$ cat src/rtl/dmd_pkg.sv
// Package: shared types and constants of the packet decapsulator.
`timescale 1ns / 1ps
package dmd_pkg;

  localparam logic [1:0] KIND_PAYLOAD   = 2'd0;
  localparam logic [1:0] KIND_SIGNATURE = 2'd1;
  localparam logic [1:0] KIND_SUMMARY   = 2'd2;

  localparam logic [2:0] ST_SUCCESS   = 3'd0;
  localparam logic [2:0] ST_INVALID   = 3'd1;
  localparam logic [2:0] ST_NOT_ENCAP = 3'd2;
  localparam logic [2:0] ST_VERSION   = 3'd3;
  localparam logic [2:0] ST_DECODE    = 3'd4;

  localparam logic [2:0] REG_KEY0    = 3'd0;
  localparam logic [2:0] REG_KEY1    = 3'd1;
  localparam logic [2:0] REG_KEY2    = 3'd2;
  localparam logic [2:0] REG_KEY3    = 3'd3;
  localparam logic [2:0] REG_VERSION = 3'd4;
  localparam logic [2:0] REG_RCP     = 3'd5;
  localparam logic [2:0] REG_SIG     = 3'd6;

  localparam logic [7:0] MAGIC_B = 8'h42;
  localparam logic [7:0] MAGIC_C = 8'h43;
  localparam logic [7:0] MAGIC_Z = 8'h00;

  localparam int MSG_HDR_BYTES = 22;
  localparam int KEY_BYTES     = 32;

  typedef struct packed {
    logic [7:0]  byte_value;
    logic [2:0]  status;
    logic [7:0]  msg_version;
    logic [7:0]  msg_type;
    logic [7:0]  hop_limit;
    logic [63:0] msg_time;
    logic [7:0]  msg_flags;
    logic [11:0] payload_length;
    logic [63:0] sender_id;
    logic [63:0] recipient_id;
    logic        recipient_present;
    logic [1:0]  item_kind;
  } dmd_out_t;

  // Entry passed from the parser to the emitter.
  typedef struct packed {
    logic     emit_byte;
    logic     emit_summary;
    dmd_out_t data_item;
    dmd_out_t summary;
  } dmd_cmd_t;

endpackage

$ cat src/rtl/dmd_in_t_def.sv
// Input item type of the packet decapsulator.
`timescale 1ns / 1ps
package dmd_in_pkg;
  typedef struct packed {
    logic [7:0] data_byte;
    logic       last_byte;
    logic       frame_ok;
  } dmd_in_t;
endpackage

$ cat src/rtl/dmd_stream_if.sv
// Interface: valid/ready stream channel carrying one payload type.
`timescale 1ns / 1ps
interface dmd_stream_if #(
  parameter type T = logic
);
  logic valid;
  logic ready;
  T     data;
  modport source (output valid, output data, input ready);
  modport sink (input valid, input data, output ready);
endinterface

$ cat src/rtl/dmd_parser.sv
// Front end: envelope checks, decryption and message header capture.
`timescale 1ns / 1ps
module dmd_parser import dmd_pkg::*; #(
  parameter int MAX_PAYLOAD     = 2048,
  parameter int ENV_BYTES       = 8,
  parameter int SIGNATURE_BYTES = 64
) (
  input  logic        clk_i,
  input  logic        rst_ni,
  input  logic        step_i,
  input  logic [7:0]  data_byte_i,
  input  logic        last_byte_i,
  input  logic        frame_ok_i,
  input  logic [63:0] key_word_i [4],
  input  logic [7:0]  expected_version_i,
  input  logic [7:0]  recipient_flag_mask_i,
  input  logic [7:0]  signature_flag_mask_i,
  output dmd_cmd_t    cmd_o
);
  localparam int Capacity   = MAX_PAYLOAD + MSG_HDR_BYTES;
  localparam int CountLimit = ENV_BYTES + Capacity + 1;
  localparam int CW         = $clog2(CountLimit + 1);

  logic [CW-1:0] cnt_q, cnt_d;
  logic [2:0]  pst_q, pst_d;
  logic [15:0] olen_q, olen_d;
  logic [7:0]  hver_q, hver_d, htyp_q, htyp_d, hhop_q, hhop_d, hflg_q, hflg_d;
  logic [63:0] htime_q, htime_d, snd_q, snd_d, rcp_q, rcp_d;
  logic [15:0] hlen_q, hlen_d;
  logic        rseen_q, rseen_d;

  logic [17:0] d, p, s;
  logic [7:0]  v, kb;
  logic [4:0]  kidx;
  logic        fits, has_rcp, has_sig;
  logic [2:0]  status;
  logic [17:0] got;
  logic [CW-1:0] cnt_inc;
  dmd_out_t    item, summ;

  always_comb begin
    d       = 18'(cnt_q) - 18'(ENV_BYTES);
    kidx    = d[4:0];
    kb      = key_word_i[kidx[4:3]][{kidx[2:0], 3'b000} +: 8];
    v       = data_byte_i ^ kb;
    p       = 18'(MSG_HDR_BYTES) + 18'(hlen_q);
    fits    = (pst_q == ST_SUCCESS) && (hlen_q <= 16'(MAX_PAYLOAD)) &&
              (olen_q >= 16'(MSG_HDR_BYTES)) && (p <= 18'(olen_q));
    has_rcp = ((hflg_q & recipient_flag_mask_i) != 8'd0) && (p + 18'd8 <= 18'(olen_q));
    s       = p + (has_rcp ? 18'd8 : 18'd0);
    has_sig = ((hflg_q & signature_flag_mask_i) != 8'd0) &&
              (s + 18'(SIGNATURE_BYTES) <= 18'(olen_q));

    cnt_d = cnt_q; pst_d = pst_q; olen_d = olen_q; hver_d = hver_q;
    htyp_d = htyp_q; hhop_d = hhop_q; htime_d = htime_q; hflg_d = hflg_q;
    hlen_d = hlen_q; snd_d = snd_q; rcp_d = rcp_q; rseen_d = rseen_q;
    item = '0;
    cmd_o = '0;

    if (cnt_q < CW'(4)) begin
      if (data_byte_i != ((cnt_q == CW'(0)) ? MAGIC_B :
                          (cnt_q == CW'(1)) ? MAGIC_C : MAGIC_Z) &&
          pst_q == ST_SUCCESS) begin
        pst_d = ST_NOT_ENCAP;
      end
    end else if (cnt_q == CW'(4)) begin
      if (data_byte_i != expected_version_i && pst_q == ST_SUCCESS) pst_d = ST_VERSION;
    end else if (cnt_q == CW'(6)) begin
      olen_d = {data_byte_i, olen_q[7:0]};
    end else if (cnt_q == CW'(7)) begin
      olen_d = {olen_q[15:8], data_byte_i};
    end else if (cnt_q >= CW'(ENV_BYTES) && d < 18'(Capacity)) begin
      if (d == 18'd0) hver_d = v;
      else if (d == 18'd1) htyp_d = v;
      else if (d == 18'd2) hhop_d = v;
      else if (d <= 18'd10) htime_d = {htime_q[55:0], v};
      else if (d == 18'd11) hflg_d = v;
      else if (d == 18'd12) hlen_d = {v, hlen_q[7:0]};
      else if (d == 18'd13) hlen_d = {hlen_q[15:8], v};
      else if (d < 18'(MSG_HDR_BYTES)) snd_d = snd_q | (64'(v) << {d[2:0] - 3'd6, 3'b000});
      else if (fits) begin
        if (d < p) begin
          cmd_o.emit_byte = 1'b1;
          item.item_kind  = KIND_PAYLOAD;
          item.byte_value = v;
        end else if (has_rcp && d < p + 18'd8) begin
          rcp_d = rcp_q | (64'(v) << {d[2:0] - p[2:0], 3'b000});
          if (d == p + 18'd7) rseen_d = 1'b1;
        end else if (has_sig && d >= s && d < s + 18'(SIGNATURE_BYTES)) begin
          cmd_o.emit_byte = 1'b1;
          item.item_kind  = KIND_SIGNATURE;
          item.byte_value = v;
        end
      end
    end
    cnt_inc = (cnt_q < CW'(CountLimit)) ? cnt_q + CW'(1) : cnt_q;
    cnt_d = cnt_inc;

    got = 18'(cnt_inc) - 18'(ENV_BYTES);
    if (got > 18'(Capacity)) got = 18'(Capacity);
    if (!frame_ok_i || cnt_inc < CW'(ENV_BYTES)) status = ST_INVALID;
    else if (pst_d != ST_SUCCESS) status = pst_d;
    else if (18'(olen_d) > got || !((hlen_d <= 16'(MAX_PAYLOAD)) &&
             (olen_d >= 16'(MSG_HDR_BYTES)) &&
             (18'(MSG_HDR_BYTES) + 18'(hlen_d) <= 18'(olen_d)))) status = ST_DECODE;
    else status = ST_SUCCESS;

    summ = '0;
    summ.item_kind = KIND_SUMMARY;
    summ.status    = status;
    if (status == ST_SUCCESS) begin
      summ.msg_version       = hver_d;
      summ.msg_type          = htyp_d;
      summ.hop_limit         = hhop_d;
      summ.msg_time          = htime_d;
      summ.msg_flags         = hflg_d;
      summ.payload_length    = hlen_d[11:0];
      summ.sender_id         = snd_d;
      summ.recipient_id      = rseen_d ? rcp_d : 64'd0;
      summ.recipient_present = rseen_d;
    end
    cmd_o.data_item    = item;
    cmd_o.summary      = summ;
    cmd_o.emit_summary = last_byte_i;
  end

  always_ff @(posedge clk_i or negedge rst_ni) begin
    if (!rst_ni) begin
      cnt_q <= '0; pst_q <= '0; olen_q <= '0; hver_q <= '0; htyp_q <= '0;
      hhop_q <= '0; htime_q <= '0; hflg_q <= '0; hlen_q <= '0; snd_q <= '0;
      rcp_q <= '0; rseen_q <= 1'b0;
    end else if (step_i) begin
      if (last_byte_i) begin
        cnt_q <= '0; pst_q <= '0; olen_q <= '0; hver_q <= '0; htyp_q <= '0;
        hhop_q <= '0; htime_q <= '0; hflg_q <= '0; hlen_q <= '0; snd_q <= '0;
        rcp_q <= '0; rseen_q <= 1'b0;
      end else begin
        cnt_q <= cnt_d; pst_q <= pst_d; olen_q <= olen_d; hver_q <= hver_d;
        htyp_q <= htyp_d; hhop_q <= hhop_d; htime_q <= htime_d; hflg_q <= hflg_d;
        hlen_q <= hlen_d; snd_q <= snd_d; rcp_q <= rcp_d; rseen_q <= rseen_d;
      end
    end
  end
endmodule

$ cat src/rtl/dmd_emitter.sv
// Back end: command queue and sequencing of up to two results per entry.
`timescale 1ns / 1ps
module dmd_emitter import dmd_pkg::*; (
  input  logic     clk_i,
  input  logic     rst_ni,
  input  logic     push_i,
  input  dmd_cmd_t cmd_i,
  output logic     full_o,
  output logic     out_valid_o,
  input  logic     out_ready_i,
  output dmd_out_t out_data_o
);
  dmd_cmd_t   mem_q [2];
  logic       wp_q, rp_q;
  logic [1:0] cnt_q;
  logic       sent_q;
  dmd_cmd_t   head;
  logic       pop, fire, need_byte;

  assign head        = mem_q[rp_q];
  assign full_o      = cnt_q == 2'd2;
  assign need_byte   = head.emit_byte && !sent_q;
  assign out_valid_o = cnt_q != 2'd0;
  assign out_data_o  = need_byte ? head.data_item : head.summary;
  assign fire        = out_valid_o && out_ready_i;
  assign pop         = fire && !(need_byte && head.emit_summary);

  always_ff @(posedge clk_i) begin
    if (push_i) mem_q[wp_q] <= cmd_i;
  end

  always_ff @(posedge clk_i or negedge rst_ni) begin
    if (!rst_ni) begin
      wp_q <= 1'b0; rp_q <= 1'b0; cnt_q <= 2'd0; sent_q <= 1'b0;
    end else begin
      if (push_i) wp_q <= ~wp_q;
      if (pop) rp_q <= ~rp_q;
      cnt_q <= cnt_q + 2'(push_i) - 2'(pop);
      if (pop) sent_q <= 1'b0;
      else if (fire) sent_q <= 1'b1;
    end
  end
endmodule

$ cat src/rtl/dm_packet_decapsulator.sv
// Top level: packet decapsulator with parser front end and result queue.
// Each result is registered in the result queue before it is offered.
// Input: one byte per cycle unless the queue is full; a byte with a data
// result and a summary gives both, data first. Reset clears all packet
// state and sets registers to their defaults; no clearing pass.
`timescale 1ns / 1ps
module dm_packet_decapsulator import dmd_pkg::*; import dmd_in_pkg::*; #(
  parameter int MAX_PAYLOAD     = 2048,
  parameter int ENV_BYTES       = 8,
  parameter int SIGNATURE_BYTES = 64
) (
  input  logic        clk_i,
  input  logic        rst_ni,
  dmd_stream_if.sink  in_if,
  dmd_stream_if.source out_if,
  input  logic        cfg_we_i,
  input  logic [2:0]  cfg_idx_i,
  input  logic [63:0] cfg_wdata_i
);
  logic [63:0] key_q [4];
  logic [7:0]  ver_q, rmask_q, smask_q;
  logic        full, step;
  dmd_cmd_t    cmd;
  dmd_in_t     in_d;

  assign in_d     = in_if.data;
  assign in_if.ready = !full;
  assign step     = in_if.valid && !full;

  always_ff @(posedge clk_i or negedge rst_ni) begin
    if (!rst_ni) begin
      key_q <= '{default: '0}; ver_q <= 8'd1; rmask_q <= 8'd1; smask_q <= 8'd2;
    end else if (cfg_we_i) begin
      case (cfg_idx_i)
        REG_KEY0:    key_q[0] <= cfg_wdata_i;
        REG_KEY1:    key_q[1] <= cfg_wdata_i;
        REG_KEY2:    key_q[2] <= cfg_wdata_i;
        REG_KEY3:    key_q[3] <= cfg_wdata_i;
        REG_VERSION: ver_q <= cfg_wdata_i[7:0];
        REG_RCP:     rmask_q <= cfg_wdata_i[7:0];
        REG_SIG:     smask_q <= cfg_wdata_i[7:0];
        default: ;
      endcase
    end
  end

  dmd_parser #(
    .MAX_PAYLOAD(MAX_PAYLOAD), .ENV_BYTES(ENV_BYTES), .SIGNATURE_BYTES(SIGNATURE_BYTES)
  ) u_parser (
    .clk_i, .rst_ni, .step_i(step), .data_byte_i(in_d.data_byte),
    .last_byte_i(in_d.last_byte), .frame_ok_i(in_d.frame_ok), .key_word_i(key_q),
    .expected_version_i(ver_q), .recipient_flag_mask_i(rmask_q),
    .signature_flag_mask_i(smask_q), .cmd_o(cmd)
  );

  dmd_emitter u_emitter (
    .clk_i, .rst_ni, .push_i(step && (cmd.emit_byte || cmd.emit_summary)),
    .cmd_i(cmd), .full_o(full), .out_valid_o(out_if.valid),
    .out_ready_i(out_if.ready), .out_data_o(out_if.data)
  );
endmodule

$ cat src/flat_wrapper.sv
// flat-port wrapper written by rule: the top's interface ports become plain ports
module dm_packet_decapsulator_flat import dmd_pkg::*; import dmd_in_pkg::*;
#(
  parameter int MAX_PAYLOAD     = 2048,
  parameter int ENV_BYTES       = 8,
  parameter int SIGNATURE_BYTES = 64
)
  (clk_i, rst_ni, cfg_we_i, cfg_idx_i, cfg_wdata_i, in_if_valid, in_if_data, in_if_ready, out_if_valid, out_if_data, out_if_ready);
  dmd_stream_if #(.T(dmd_in_t)) in_if_i ();
  dmd_stream_if #(.T(dmd_out_t)) out_if_i ();
  input  logic clk_i;
  input  logic rst_ni;
  input  logic cfg_we_i;
  input  logic [2:0] cfg_idx_i;
  input  logic [63:0] cfg_wdata_i;
  input wire logic [$bits(in_if_i.valid)-1:0] in_if_valid;
  input wire logic [$bits(in_if_i.data)-1:0] in_if_data;
  output wire logic [$bits(in_if_i.ready)-1:0] in_if_ready;
  output wire logic [$bits(out_if_i.valid)-1:0] out_if_valid;
  output wire logic [$bits(out_if_i.data)-1:0] out_if_data;
  input wire logic [$bits(out_if_i.ready)-1:0] out_if_ready;
  assign in_if_i.valid = in_if_valid;
  assign in_if_i.data = in_if_data;
  assign in_if_ready = in_if_i.ready;
  assign out_if_valid = out_if_i.valid;
  assign out_if_data = out_if_i.data;
  assign out_if_i.ready = out_if_ready;
  dm_packet_decapsulator #(.MAX_PAYLOAD(MAX_PAYLOAD), .ENV_BYTES(ENV_BYTES), .SIGNATURE_BYTES(SIGNATURE_BYTES)) u_core (.clk_i(clk_i), .rst_ni(rst_ni), .in_if(in_if_i), .out_if(out_if_i), .cfg_we_i(cfg_we_i), .cfg_idx_i(cfg_idx_i), .cfg_wdata_i(cfg_wdata_i));
endmodule
$ cat config.mk
export PLATFORM = sky130hd
export DESIGN_NAME = dm_packet_decapsulator_flat
export DESIGN_NICKNAME = d
export VERILOG_FILES = /design/src/rtl/dmd_pkg.sv /design/src/rtl/dmd_in_t_def.sv /design/src/rtl/dmd_stream_if.sv /design/src/rtl/dmd_parser.sv /design/src/rtl/dmd_emitter.sv /design/src/rtl/dm_packet_decapsulator.sv /design/src/flat_wrapper.sv
export SDC_FILE = /design/constraint.sdc
export NUM_CORES = 2
export LEC_CHECK = 0
export BUFFER_PORTS_ARGS = -buffer_cell sky130_fd_sc_hd__buf_2
export CAP_MARGIN = 5
export CORE_MARGIN = 3
export CORE_UTILIZATION = 60
export DETAILED_ROUTE_END_ITERATION = 10
export PLACE_DENSITY = 0.88
export SYNTH_ARGS = -nofsm -noshare
export SYNTH_HDL_FRONTEND = slang
export SYNTH_SLANG_ARGS = --single-unit
$ cat constraint.sdc
create_clock -name clk_i -period 50.8 [get_ports clk_i]
set_clock_uncertainty 0.15 [all_clocks]
set_input_delay 10.16 -clock clk_i [delete_from_list [all_inputs] [get_ports clk_i]]
set_output_delay 10.16 -clock clk_i [all_outputs]
set_load 0.01 [all_outputs]
==> reports/results.ini <==
[timing]
max_freq_mhz=62.3
setup_violations=0
hold_violations=0
hold_slack_ns=0.323
fin_crit_ns=16.05
rsz0062_at_grt=false
tightest_slew_ns=1.30
slew_headroom_pct=13.1
drv_slew=0
setup_tns_ns=0
post-route-period-util_pct=31.6

[layout]
nets=4976
syn_to_final_growth_pct=10.9
drive_gt1_share_pct=21.5
nFillCells=6062
design_area_um2=59700
stdcell_count=6004
fin_util_pct=67.3

[min_path]
min_path_type=register to register

[placement]
place_congestion=0.995
placedCellCount=5801
hpwl_mm=100
dpl-instance-area_um2=56200
io_buffers=333

[routing]
dr.pass1.iters=6
drc=0
ant_nets=0
vias=40098
first_iter_violations=5303
routed_wl_mm=155
post_drt_wl_per_cell_um=25.7
viasPerCell=6.68

[logic_synthesis]
syn_avg_cell_area_um2=11.8
ys.warnings.count=0
synth_edf_count=502
async_reset_ff_share_pct=52.6
ys.flop_type=dfrtp_1
synth_top_area_share_pct=28.0
yosysUniqueCellTypes=101
synthCells=4571
syn-cell-area_um2=53800
synth-seq-area-share_pct=53.9
synthTopCellsByArea=edfxtp_1 28%, dfrtp_1 26%, mux2i_1 7.7%
synth_seq_cells=1059
yosysTopAreaCell=edfxtp_1

[clock_tree]
clock-sinks=1059
clk-insertion-delay-late_ns=0.69
clk_root_buffer_cell=clkbuf_16
cts_tree=yes
post_cts_buffers=0
cts_buffers=103
h-tree-depth=3
clock_path_buffers=3
ctsHoldBuffers=0
clk_pin_slew_ns=0.07
ctsResizeCount=0

[pwr]
power.leakage_uw=0.0247
power_density_nw_per_um2=42.7
ir_drop_v=0.0000466

[worst_setup_path]
arrival_ns=16.39
cp-end-kind=register
crit_path_start_kind=primary input
path_max_fanout=73
r2r_slack_ns=38.68
critical_path_required_ns=51.14
path_cells=buf_2, xor2_4, buf_4, mux2i_1, ha_1, nor2b_1, o21ai_0, xor2_1, ha_1, o21ai_0, o21ai_0, o211ai_1, a311oi_1, o21a_1, a2111oi_0, o211a_1, nand3_4, buf_4, buf_4, nor4_1
slowest_stage=a2111oi_0
path_class=primary input to register
max_stage_delay_ns=0.64

[floorplan]
num_rows=109
core_area_um2=88600
die_y_um=306
dieArea_um2=93400
start_util_pct=60.7
die_w_um=306
ios=334

[grt]
grt_use_total_pct=32.4
grt_pass1_vias=39633
grt_max_degree=130
grt_pass1_wl_mm=236
overflow=0
antenna_found_initial=18

[status]
status=finished clean

[flow_run]
maxCapViolCount=0

-- worst paths after layout --
check                                                       from                                        to  cells after the start
min reg2reg                u_core.u_parser.hhop_q[1]$_DFFE_PN0P_     u_core.u_parser.hhop_q[1]$_DFFE_PN0P_                      2
min                        u_core.u_parser.hhop_q[1]$_DFFE_PN0P_     u_core.u_parser.hhop_q[1]$_DFFE_PN0P_                      2
max reg2reg                u_core.u_parser.hlen_q[1]$_DFFE_PN0P_  u_core.u_emitter.mem_q[0][189]$_DFFE_PP_                     36
max in group asynchronous                                 rst_ni      u_core.u_parser.cnt_q[3]$_DFFE_PN0P_                      3
max                                                in_if_data[3]    u_core.u_emitter.mem_q[0][3]$_DFFE_PP_                     20
min in group asynchronous                                 rst_ni             u_core.key_q[221]$_DFFE_PN0P_                      1
-- registers in the layout, indices dropped and copies added (netlist names) --
name	cells
u_core.u_parser.olen_q	16
u_core.key_q	256
u_core.u_parser.cnt_q	12
u_core.u_parser.hlen_q	16
u_core.u_emitter.sent_q	1
u_core.u_emitter.mem_q	502
u_core.u_parser.hflg_q	8
u_core.ver_q	8
u_core.u_emitter.wp_q	1
u_core.u_emitter.cnt_q	2
u_core.u_parser.rcp_q	64
u_core.u_parser.htime_q	64
u_core.u_parser.hhop_q	8
u_core.u_emitter.rp_q	1
u_core.u_parser.snd_q	64
u_core.rmask_q	8
u_core.u_parser.hver_q	8
u_core.u_parser.rseen_q	1
u_core.smask_q	8
u_core.u_parser.htyp_q	8
u_core.u_parser.pst_q	3
-- synthesized netlist by cell type (40+ instances only) --
cell      number
a21oi_1      201
a22oi_1       93
a31oi_1      121
buf_2         71
clkbuf_1     233
dfrtp_1      554
edfxtp_1     502
ha_1         152
inv_1        111
mux2_2       293
mux2i_1      412
mux4_2        44
nand2_1      202
nand4_1       46
nor2_1       460
nor3_1       209
nor4_1        40
nor4_2        52
o21ai_0      130
xnor2_1       83
-- power breakdown --
part | switching (uW) | internal [uW] | leakage [uW]
Clock | 339 | 447 | 0.00172
Combinational | 485 | 252 | 0.0109
Sequential | 52.7 | 973 | 0.0121
-- cells in the final DEF, fill, tap and decap left out, types with 151 or more instances in the layout --
master,count
mux2i_1,412
dfrtp_1,552
nor3_1,205
a21oi_1,201
ha_1,151
nand2_1,200
mux2_2,293
buf_2,332
nor2_1,458
edfxtp_1,502
-- area by class of cell --
class,instances,area [um^2],share of cell area (%)
flip-flops and latches,1059,29000,48.6
multi-input cells,3044,22900,38.4
clock buffers,143,2960,4.96
repair buffers,416,2310,3.87
well taps,1165,1460,2.44
clock inverters,50,538,0.901
inverters,117,439,0.736
diodes,10,25.0,0.0419
-- worst max-delay path, delay by kind of cell --
kind                     cells  cell delay (ns)
AO/OA/AOI/OAI                8             1.83
XOR/XNOR                     2             0.33
adder cells (fa/ha/maj)      2             0.62
buffers and inverters        4             1.73
multiplexers                 1             0.27
AND/OR/NAND/NOR              3             1.32
-- kinds of logic after synthesis --
| logic type | after synthesis | synth area share, % |
|---|---|---|
| xor+xnor | 110 | 1.85 |
| mux | 749 | 15.6 |
| simple gates | 1229 | 11.6 |
| buf+inv | 474 | 4.00 |
| other cells | 1 | 0.00697 |
| compound gates | 796 | 9.45 |
| flops | 1059 | 53.9 |
| fa+ha+maj | 153 | 3.57 |
-- metal layers --
metal  share of wire [%]  track usage, %
met2                  48            52.7
met4                 4.3            13.4
met3                  10            7.16
met1                  38            42.6
met5               0.073               0
-- metrics by stage --
step,total power [uW],worst slack (ns)
finish,2550,34.75
global route,2630,34.44
CTS,2540,34.88
detailed placement,1750,34.17
global placement,1730,34.34
floorplan,1480,20.35
No activity file was read; power rests on OpenSTA's default activity.
